==> src/sv/gstb_pkg.sv <==
// shared types and codes of the grouped soft timer bank
package gstb_pkg;

    typedef enum logic [2:0] {
        KIND_TICK   = 3'd0,
        KIND_RUN    = 3'd1,
        KIND_CREATE = 3'd2,
        KIND_REMOVE = 3'd3,
        KIND_READY  = 3'd4,
        KIND_RESET  = 3'd5,
        KIND_PAUSE  = 3'd6,
        KIND_RESUME = 3'd7
    } t_kind;

    localparam logic [1:0] ST_OK   = 2'd0;
    localparam logic [1:0] ST_FULL = 2'd1;
    localparam logic [1:0] ST_BAD  = 2'd2;

    localparam logic CFG_GROUPS_IN_USE = 1'b0;
    localparam logic CFG_TICK_RUNS     = 1'b1;

    typedef struct packed {
        logic [31:0] count;
        logic [31:0] reload;
        logic        auto_reload;
        logic        enable;
    } t_entry;

    typedef struct packed {
        logic dec;
        logic check;
        logic copy_next;
        logic write_new;
        logic set_ready;
        logic set_reset;
        logic set_pause;
        logic set_resume;
    } t_slot_ctl;

endpackage

==> src/sv/gstb_cell.sv <==
// one timer entry of the circulating chain
module gstb_cell (
    input  logic            i_clk,
    input  logic            i_shift,
    input  gstb_pkg::t_entry i_d,
    output gstb_pkg::t_entry o_q
);

    gstb_pkg::t_entry r_entry;

    always_ff @(posedge i_clk) begin
        if (i_shift) begin
            r_entry <= i_d;
        end
    end

    assign o_q = r_entry;

endmodule

==> src/sv/gstb_proc.sv <==
// update unit applied to the entry at the head of the chain
module gstb_proc (
    input  gstb_pkg::t_slot_ctl i_ctl,
    input  gstb_pkg::t_entry    i_head,
    input  gstb_pkg::t_entry    i_next,
    input  gstb_pkg::t_entry    i_new,
    output gstb_pkg::t_entry    o_entry,
    output logic                o_fire
);

    gstb_pkg::t_entry w_dec;

    always_comb begin
        w_dec = i_head;
        if (i_ctl.dec && i_head.enable && (i_head.count != 32'd0)) begin
            w_dec.count = i_head.count - 32'd1;
        end
    end

    always_comb begin
        o_entry = w_dec;
        o_fire  = 1'b0;
        priority if (i_ctl.check) begin
            if (w_dec.count == 32'd0) begin
                o_fire         = 1'b1;
                o_entry.count  = w_dec.reload;
                o_entry.enable = w_dec.enable & w_dec.auto_reload;
            end
        end else if (i_ctl.copy_next) begin
            o_entry = i_next;
        end else if (i_ctl.write_new) begin
            o_entry = i_new;
        end else if (i_ctl.set_ready) begin
            o_entry.count  = 32'd0;
            o_entry.enable = 1'b1;
        end else if (i_ctl.set_reset) begin
            o_entry.count  = w_dec.reload;
            o_entry.enable = 1'b1;
        end else if (i_ctl.set_pause) begin
            o_entry.enable = 1'b0;
        end else if (i_ctl.set_resume) begin
            o_entry.enable = 1'b1;
        end else begin
            o_entry = w_dec;
        end
    end

endmodule

==> src/sv/grouped_soft_timer_bank.sv <==
// top level of the grouped soft timer bank: timer chain, sequencer, result register
//
//  channel   | signals                                          | handshake
//  ----------+--------------------------------------------------+-----------------------
//  command   | i_kind i_group i_timer i_reload_value            | i_start && !o_busy
//            | i_reload_enable i_run_enable                     |
//  config    | i_cfg_index i_cfg_data                           | i_cfg_valid && o_cfg_ready
//  result    | o_status o_fired o_timer_index o_tick_total o_last | o_strobe, one cycle
//
// a command with a bad group or timer index, or a create into a full group, gives its
// single result the cycle after acceptance and keeps busy low.
// any other command rotates the whole chain once, one entry per cycle through the head
// update unit; busy stays high through the rotation and the final state.
// firings come out during the rotation, the last with the final result as busy falls.
// config is taken only while idle with no command offered.
// reset clears the sequencer, group lengths, tick counter and config; the timer entries
// are not cleared. results cannot be stalled.
module grouped_soft_timer_bank #(
    parameter int MAX_GROUPS       = 4,
    parameter int TIMERS_PER_GROUP = 16
) (
    input  logic        i_clk,
    input  logic        i_rst_n,
    input  logic        i_start,
    output logic        o_busy,
    input  logic [2:0]  i_kind,
    input  logic [1:0]  i_group,
    input  logic [3:0]  i_timer,
    input  logic [31:0] i_reload_value,
    input  logic        i_reload_enable,
    input  logic        i_run_enable,
    input  logic        i_cfg_valid,
    output logic        o_cfg_ready,
    input  logic        i_cfg_index,
    input  logic [7:0]  i_cfg_data,
    output logic        o_strobe,
    output logic [1:0]  o_status,
    output logic        o_fired,
    output logic [3:0]  o_timer_index,
    output logic [31:0] o_tick_total,
    output logic        o_last
);

    localparam int SLOTS = MAX_GROUPS * TIMERS_PER_GROUP;
    localparam int GIW   = (MAX_GROUPS > 1) ? $clog2(MAX_GROUPS) : 1;
    localparam int PW    = (TIMERS_PER_GROUP > 1) ? $clog2(TIMERS_PER_GROUP) : 1;
    localparam int LW    = $clog2(TIMERS_PER_GROUP + 1);

    typedef enum logic [1:0] {
        S_IDLE,
        S_PASS,
        S_FIN
    } t_state;

    t_state              r_state;
    logic [2:0]          r_groups_in_use;
    logic                r_tick_runs;
    logic [31:0]         r_tick;
    logic [LW-1:0]       r_glen [MAX_GROUPS];
    gstb_pkg::t_kind     r_kind;
    logic [GIW-1:0]      r_g;
    logic [3:0]          r_t;
    logic [LW-1:0]       r_tlen;
    gstb_pkg::t_entry    r_new;
    logic [GIW-1:0]      r_grp;
    logic [PW-1:0]       r_pos;
    logic                r_pend_v;
    logic [3:0]          r_pend_idx;

    logic [3:0]          w_ng;
    logic [GIW-1:0]      w_gidx;
    logic                w_group_ok;
    logic [LW-1:0]       w_glen_sel;
    logic                w_timer_ok;
    logic                w_full;
    logic                w_accept;
    logic                w_is_err;
    logic                w_shift;
    logic                w_last_slot;
    logic                w_cur_live;
    logic                w_in_len;
    logic                w_tgt;
    logic                w_at_t;
    gstb_pkg::t_slot_ctl w_ctl;
    gstb_pkg::t_entry    w_proc_out;
    gstb_pkg::t_entry    w_next;
    logic                w_fire;
    gstb_pkg::t_entry    w_cell [SLOTS];

    assign o_busy      = (r_state != S_IDLE);
    assign o_cfg_ready = (r_state == S_IDLE) && !i_start;
    assign o_tick_total = r_tick;

    assign w_ng = ({1'b0, r_groups_in_use} > 4'(MAX_GROUPS)) ? 4'(MAX_GROUPS)
                                                             : {1'b0, r_groups_in_use};
    assign w_gidx     = GIW'(i_group);
    assign w_group_ok = (4'(i_group) < w_ng);
    assign w_glen_sel = w_group_ok ? r_glen[w_gidx] : '0;
    assign w_timer_ok = (8'(i_timer) < 8'(w_glen_sel));
    assign w_full     = (w_glen_sel >= LW'(TIMERS_PER_GROUP));
    assign w_accept   = i_start && !o_busy;

    always_comb begin
        w_is_err = 1'b0;
        if (gstb_pkg::t_kind'(i_kind) != gstb_pkg::KIND_TICK) begin
            if (!w_group_ok) begin
                w_is_err = 1'b1;
            end else if (gstb_pkg::t_kind'(i_kind) == gstb_pkg::KIND_CREATE) begin
                w_is_err = w_full;
            end else if (gstb_pkg::t_kind'(i_kind) != gstb_pkg::KIND_RUN) begin
                w_is_err = !w_timer_ok;
            end
        end
    end

    // per-slot control for the entry at the head
    assign w_shift     = (r_state == S_PASS);
    assign w_last_slot = (r_grp == GIW'(MAX_GROUPS - 1)) && (r_pos == PW'(TIMERS_PER_GROUP - 1));
    assign w_cur_live  = (4'(r_grp) < w_ng);
    assign w_in_len    = (LW'(r_pos) < r_glen[r_grp]);
    assign w_tgt       = (r_grp == r_g);
    assign w_at_t      = w_tgt && (8'(r_pos) == 8'(r_t));

    always_comb begin
        w_ctl = '0;
        unique case (r_kind)
            gstb_pkg::KIND_TICK: begin
                w_ctl.dec   = w_cur_live && w_in_len;
                w_ctl.check = r_tick_runs && (r_grp == '0) && w_cur_live && w_in_len;
            end
            gstb_pkg::KIND_RUN: begin
                w_ctl.check = w_tgt && w_in_len;
            end
            gstb_pkg::KIND_CREATE: begin
                w_ctl.write_new = w_tgt && (LW'(r_pos) == r_tlen);
            end
            gstb_pkg::KIND_REMOVE: begin
                w_ctl.copy_next = w_tgt && (8'(r_pos) >= 8'(r_t))
                                  && ((8'(r_pos) + 8'd1) < 8'(r_tlen));
            end
            gstb_pkg::KIND_READY:  w_ctl.set_ready  = w_at_t;
            gstb_pkg::KIND_RESET:  w_ctl.set_reset  = w_at_t;
            gstb_pkg::KIND_PAUSE:  w_ctl.set_pause  = w_at_t;
            gstb_pkg::KIND_RESUME: w_ctl.set_resume = w_at_t;
            default: w_ctl = '0;
        endcase
    end

    genvar gi;
    generate
        for (gi = 0; gi < SLOTS; gi++) begin : g_cell
            if (gi == SLOTS - 1) begin : g_tail
                gstb_cell u_cell (
                    .i_clk   (i_clk),
                    .i_shift (w_shift),
                    .i_d     (w_proc_out),
                    .o_q     (w_cell[gi])
                );
            end else begin : g_body
                gstb_cell u_cell (
                    .i_clk   (i_clk),
                    .i_shift (w_shift),
                    .i_d     (w_cell[gi+1]),
                    .o_q     (w_cell[gi])
                );
            end
        end
        if (SLOTS > 1) begin : g_next
            assign w_next = w_cell[1];
        end else begin : g_self
            assign w_next = w_cell[0];
        end
    endgenerate

    gstb_proc u_proc (
        .i_ctl   (w_ctl),
        .i_head  (w_cell[0]),
        .i_next  (w_next),
        .i_new   (r_new),
        .o_entry (w_proc_out),
        .o_fire  (w_fire)
    );

    always_ff @(posedge i_clk) begin
        if (!i_rst_n) begin
            r_state         <= S_IDLE;
            r_groups_in_use <= '0;
            r_tick_runs     <= 1'b0;
            r_tick          <= '0;
            r_pend_v        <= 1'b0;
            o_strobe        <= 1'b0;
            for (int i = 0; i < MAX_GROUPS; i++) begin
                r_glen[i] <= '0;
            end
        end else begin
            o_strobe <= 1'b0;
            if (i_cfg_valid && o_cfg_ready) begin
                unique case (i_cfg_index)
                    gstb_pkg::CFG_GROUPS_IN_USE: r_groups_in_use <= i_cfg_data[2:0];
                    gstb_pkg::CFG_TICK_RUNS:     r_tick_runs     <= i_cfg_data[0];
                    default: ;
                endcase
            end
            unique case (r_state)
                S_IDLE: begin
                    if (w_accept) begin
                        r_kind     <= gstb_pkg::t_kind'(i_kind);
                        r_g        <= w_gidx;
                        r_t        <= i_timer;
                        r_tlen     <= w_glen_sel;
                        r_new      <= '{count: i_reload_value, reload: i_reload_value,
                                        auto_reload: i_reload_enable, enable: i_run_enable};
                        r_grp      <= '0;
                        r_pos      <= '0;
                        r_pend_v   <= 1'b0;
                        r_pend_idx <= '0;
                        if (gstb_pkg::t_kind'(i_kind) == gstb_pkg::KIND_TICK) begin
                            r_tick <= r_tick + 32'd1;
                        end
                        if (w_is_err) begin
                            o_strobe      <= 1'b1;
                            o_status      <= (w_group_ok && gstb_pkg::t_kind'(i_kind)
                                              == gstb_pkg::KIND_CREATE) ? gstb_pkg::ST_FULL
                                                                        : gstb_pkg::ST_BAD;
                            o_fired       <= 1'b0;
                            o_timer_index <= '0;
                            o_last        <= 1'b1;
                        end else begin
                            r_state <= S_PASS;
                            if (gstb_pkg::t_kind'(i_kind) == gstb_pkg::KIND_CREATE) begin
                                r_glen[w_gidx] <= w_glen_sel + LW'(1);
                                r_pend_idx     <= 4'(w_glen_sel);
                            end else if (gstb_pkg::t_kind'(i_kind) == gstb_pkg::KIND_REMOVE) begin
                                r_glen[w_gidx] <= w_glen_sel - LW'(1);
                            end
                        end
                    end
                end
                S_PASS: begin
                    if (w_fire) begin
                        if (r_pend_v) begin
                            o_strobe      <= 1'b1;
                            o_status      <= gstb_pkg::ST_OK;
                            o_fired       <= 1'b1;
                            o_timer_index <= r_pend_idx;
                            o_last        <= 1'b0;
                        end
                        r_pend_v   <= 1'b1;
                        r_pend_idx <= 4'(r_pos);
                    end
                    if (r_pos == PW'(TIMERS_PER_GROUP - 1)) begin
                        r_pos <= '0;
                        r_grp <= r_grp + GIW'(1);
                    end else begin
                        r_pos <= r_pos + PW'(1);
                    end
                    if (w_last_slot) begin
                        r_state <= S_FIN;
                    end
                end
                S_FIN: begin
                    o_strobe      <= 1'b1;
                    o_status      <= gstb_pkg::ST_OK;
                    o_fired       <= r_pend_v;
                    o_timer_index <= r_pend_idx;
                    o_last        <= 1'b1;
                    r_state       <= S_IDLE;
                end
                default: r_state <= S_IDLE;
            endcase
        end
    end

    a_nonfinal_in_pass: assert property (@(posedge i_clk) disable iff (!i_rst_n)
        o_strobe && !o_last |-> (r_state == S_PASS) || (r_state == S_FIN))
        else $error("non-final result outside a rotation");

    a_accept_outcome: assert property (@(posedge i_clk) disable iff (!i_rst_n)
        w_accept |=> (o_strobe && o_last) || (r_state == S_PASS))
        else $error("accepted command neither answered nor started");

    a_pass_end: assert property (@(posedge i_clk) disable iff (!i_rst_n)
        (r_state == S_PASS) && w_last_slot |=> (r_state == S_FIN))
        else $error("rotation did not finish after the last slot");

    a_fin_last: assert property (@(posedge i_clk) disable iff (!i_rst_n)
        (r_state == S_FIN) |=> o_strobe && o_last && (r_state == S_IDLE))
        else $error("final result missing after rotation");

endmodule

==> config.mk <==
export PLATFORM = sky130hd
export DESIGN_NAME = grouped_soft_timer_bank
export DESIGN_NICKNAME = d
export VERILOG_FILES = /design/src/sv/gstb_pkg.sv /design/src/sv/gstb_cell.sv /design/src/sv/gstb_proc.sv /design/src/sv/grouped_soft_timer_bank.sv
export SDC_FILE = /design/constraint.sdc
export NUM_CORES = 2
export LEC_CHECK = 0
export ABC_AREA = 1
export BUFFER_PORTS_ARGS = -buffer_cell sky130_fd_sc_hd__buf_4
export CAP_MARGIN = 20
export CORE_MARGIN = 2
export CORE_UTILIZATION = 48
export CTS_CLUSTER_DIAMETER = 120
export DETAILED_ROUTE_END_ITERATION = 8
export PLACE_DENSITY = 0.7
export SLEW_MARGIN = 15
export SYNTH_ARGS = -nofsm -noshare
export SYNTH_HDL_FRONTEND = slang
export SYNTH_HIERARCHICAL = 1
export SYNTH_SLANG_ARGS = --single-unit
==> constraint.sdc <==
create_clock -name i_clk -period 112.1 [get_ports i_clk]
set_input_delay 0 -clock i_clk [delete_from_list [all_inputs] [get_ports i_clk]]
set_output_delay 0 -clock i_clk [all_outputs]
set_load 0.01 [all_outputs]
==> reports/results.tsv <==
stage	metric	value	unit
outcome	outcome	completed	
detailed_routing	via_per_inst	5.05	
die	die_h	540	um
power_and_ir_drop	p_int	3.21	mW
detailed_routing	totalWireLength	217	mm
detailed_routing	drc	0	
detailed_routing	vias	52800	
cts	cts_setup_buffers	0	
cts	cts_resized	0	
sta	max_freq	92.1	MHz
layout	nFillCells	20400	
worst_setup_path	slowest_delay	0.92	ns
detailed_routing	drtIter0Drc	5687	
die	num_io_pins	99	
synth	synth_top_cell_by_area	edfxtp_1	
synth	ys_seq_area_frac	0.944	
layout	syn_to_final_growth	13.4	%
sta	hold_viol	0	
sta	relSlewSlack	0.224	
synth	yosys-mux-area-fraction	0	
synth	postSynthCellCount	5849	
layout	nets	6493	
cts	path_clk_slew	0.06	ns
sta	setup_viol	0	
worst_setup_path	cp-end-kind	flop	
layout	utilization	0.548	
power_and_ir_drop	comb_power_share	0.061	
synth	syn_area	138000	um^2
grt	antenna_found_initial	6	
sta	period_needed	10.86	ns
place	place_ws	101.05	ns
power_and_ir_drop	p_switching	953	uW
detailed_routing	firstDrtPassIters	6	
synth	synth_xor_area_frac	0.00146	
synth	yosysUniqueCellTypes	57	
worst_setup_path	required	112.59	ns
layout	multi_input_area	6500	um^2
sta	fin_ws	101.24	ns
power_and_ir_drop	seq_power_share	0.637	
worst_setup_path	cp_max_fo	212	
synth	synth_fa_ha_area_frac	0.00287	
worst_setup_path	cpMaxStageDelayCell	buf_4	
sta	skew	0.0716	ns
worst_setup_path	crit_type	reg2reg	
grt	grt_pass1_vias	52600	
worst_setup_path	cpMostUsedCell	buf_4	
cts	clock_latency	0.90	ns
place	gp_congestion	0.816	
synth	yosys.area_share.simple	0.0264	
die	coreArea	285000	um^2
layout	final-seq-area	130000	um^2
synth	yosys_warnings	6	
die	row_count	196	
cts	numCtsBuffers	378	
worst_setup_path	crit_family	buffers and inverters	
worst_setup_path	crit_path_cell_trace	inv_1 > ha_4 > buf_12 > buf_4 > buf_4 > buf_4 > buf_4 > buf_4 > buf_12 > buf_12 > buf_4 > buf_4	
die	dieArea	292000	um^2
cts	clockBufferDepth	4	
synth	avgSynthCellArea	23.6	um^2
cts	cts_tree	done	
synth	synth_top_area_share	0.938	
worst_hold_path	hold_path_class	in2reg	
place	io_buffer_count	93	
synth	ys_seq_elements	4352	
detailed_routing	ant_nets	0	
worst_setup_path	path_buf_inv	11	
grt	overflow	0	
sta	post-route-period-util	0.0969	
synth	synthFlopType	edfxtp_1	
sta	setup_tns	0	ns
synth	synthArstFlopShare	0	
cts	clockRootBuffer	clkbuf_16	
worst_setup_path	cp.arrival	11.35	ns
grt	grt_pass1_wl	322	mm
synth	synth-compound-area-share	0.0160	
cts	cts.sinks	4352	
synth	synth_top_family_by_area	simple AND/OR/NAND/NOR gates	
power_and_ir_drop	pwr-share-clk	0.302	
power_and_ir_drop	p_leak	50.7	nW
power_and_ir_drop	peakVddDrop	0.0219	mV
synth	netlist_top_cells_area	edfxtp_1 94%, nand2_1 1.0%, dfxtp_1 0.61%	
cts	cts_hold_buf	98	
sta	tightest_slew	1.16	ns
place	hpwl	104	mm
power_and_ir_drop	p_sw_frac	0.229	
grt	grt_use_total	0.144	
sta	rsz0062_at_grt	no	
flow_run	maxCapViolations	0	
power_and_ir_drop	p_per_area	26.6	nW/um^2
detailed_routing	wl_per_cell	20.7	um
cts	h-tree-depth	5	
synth	synth_edf_count	4310	
grt	grt_max_degree	219	
synth	syn_nets	5936	
worst_setup_path	crit_path_start_kind	flop	
layout	drive_above_1_share	0.121	
sta	slew_violations	0	
die	die_w	540	um
die	start_util	0.483	
==> sequential cells by signal, summed over array words and instances (netlist names), 3 cells and up, named ones only <==
| register | flops |
|---|---|
| g_cell.g_body.u_cell/o_q | 4158 |
| g_cell.g_tail.u_cell/o_q | 66 |
| r_new | 34 |
| o_tick_total | 32 |
| r_glen | 20 |
| r_tlen | 5 |
| o_timer_index | 4 |
| r_pend_idx | 4 |
| r_pos | 4 |
| r_t | 4 |
| r_groups_in_use | 3 |
| r_kind | 3 |
==> power by group through the flow <==
stage | registers (mW) | logic [mW] | clock network [mW]
6_report | 2.65 | 0.256 | 1.26
5_1_grt | 2.70 | 0.288 | 1.35
4_1_cts | 2.66 | 0.259 | 1.30
3_5_place_dp | 2.65 | 0.258 | 0
3_3_place_gp | 2.65 | 0.249 | 0
2_1_floorplan | 4.32 | 0.175 | 0
==> Yosys cell counts, drive strengths merged (2+ instances only) <==
master,instances
o211ai,34
inv,234
o22ai,2
or3b,2
o21a,4
xor2,19
a21oi,108
nand4,23
nand3b,2
nor3,29
clkbuf,47
o21ai,120
edfxtp,4310
o21bai,33
clkinv,2
nand2,412
ha,30
nor3b,4
nand3,113
dfxtp,42
nor4,3
a32o,33
buf,28
xnor2,4
nor2,199
==> worst register-to-register path, stage by stage, from the launching register on <==
cell and delay (ns):
dfxtp_1 0.33, inv_1 0.13, ha_4 0.83, buf_12 0.76, buf_4 1.07, buf_4 0.90, buf_4 0.99, buf_4 0.76
buf_4 0.92, buf_12 0.80, buf_12 0.94, buf_4 1.09, buf_4 0.92
==> placed cells by master (no fill, tap or decap), drive strengths merged, types with 34 or more instances in the layout <==
cell type and n:
edfxtp 4310, clkbuf 452, dfxtp 42, buf 154
o21ai 120, o211ai 34, nor2 199, nand3 113
clkinv 174, nand2 412, inv 243, a21oi 108
dlygate4sd3 98
==> final timing paths <==
check                                                   endpoint                             start  slack, ns  depth (start not counted)
worst min register to register  g_cell[44].g_body.u_cell/o_q[45]  g_cell[45].g_body.u_cell/o_q[45]       0.39                          0
worst min-delay path                                   r_kind[1]                         i_kind[1]       0.04                          2
worst max register to register   g_cell[26].g_body.u_cell/o_q[5]                        r_state[1]     101.24                         12
worst max-delay path             g_cell[26].g_body.u_cell/o_q[5]                        r_state[1]     101.24                         12
==> layer usage <==
layer  track usage  vias up  routed length, um
li1              -    23800                  -
met1         0.214    27200             101000
met2         0.221     1434             100000
met3        0.0254      337              10400
met4        0.0418        2               5210
met5             0        -                 15
==> final cells by class <==
cell class                 count  share of cell area
sequential                  4352               0.832
inverter                     236             0.00569
multi-input combinational   1186              0.0415
antenna                        3           0.0000480
clock inverter               222              0.0126
clock buffer                 452              0.0631
timing repair buffer         252              0.0144
tap                         3762              0.0301
==> through the flow <==
| step | instances | total power, mW | hold slack [ns] | cell area [um^2] |
|---|---|---|---|---|
| 6_report | 10500 | 4.17 | 0.0449 | 156000 |
| 2_1_floorplan | 5849 | 4.50 | 0.0693 | 138000 |
| 3_3_place_gp | 9689 | 2.90 | 0.213 | 144000 |
| 3_5_place_dp | 9689 | 2.91 | 0.207 | 144000 |
| 5_1_grt | 10500 | 4.33 | 0.0114 | 156000 |
| 4_1_cts | 10500 | 4.22 | 0.0115 | 156000 |
==> logic make-up (layout without fill, tap and decap cells) <==
family / Yosys count / count (layout)
adder cells (fa/ha/maj): 31 / 31
XOR/XNOR: 23 / 23
AND/OR/NAND/NOR: 789 / 789
buffers and inverters: 311 / 1162
flip-flops: 4352 / 4352
AO/OA/AOI/OAI: 343 / 343
other: 0 / 3
No activity file was read; power rests on OpenSTA's default activity.
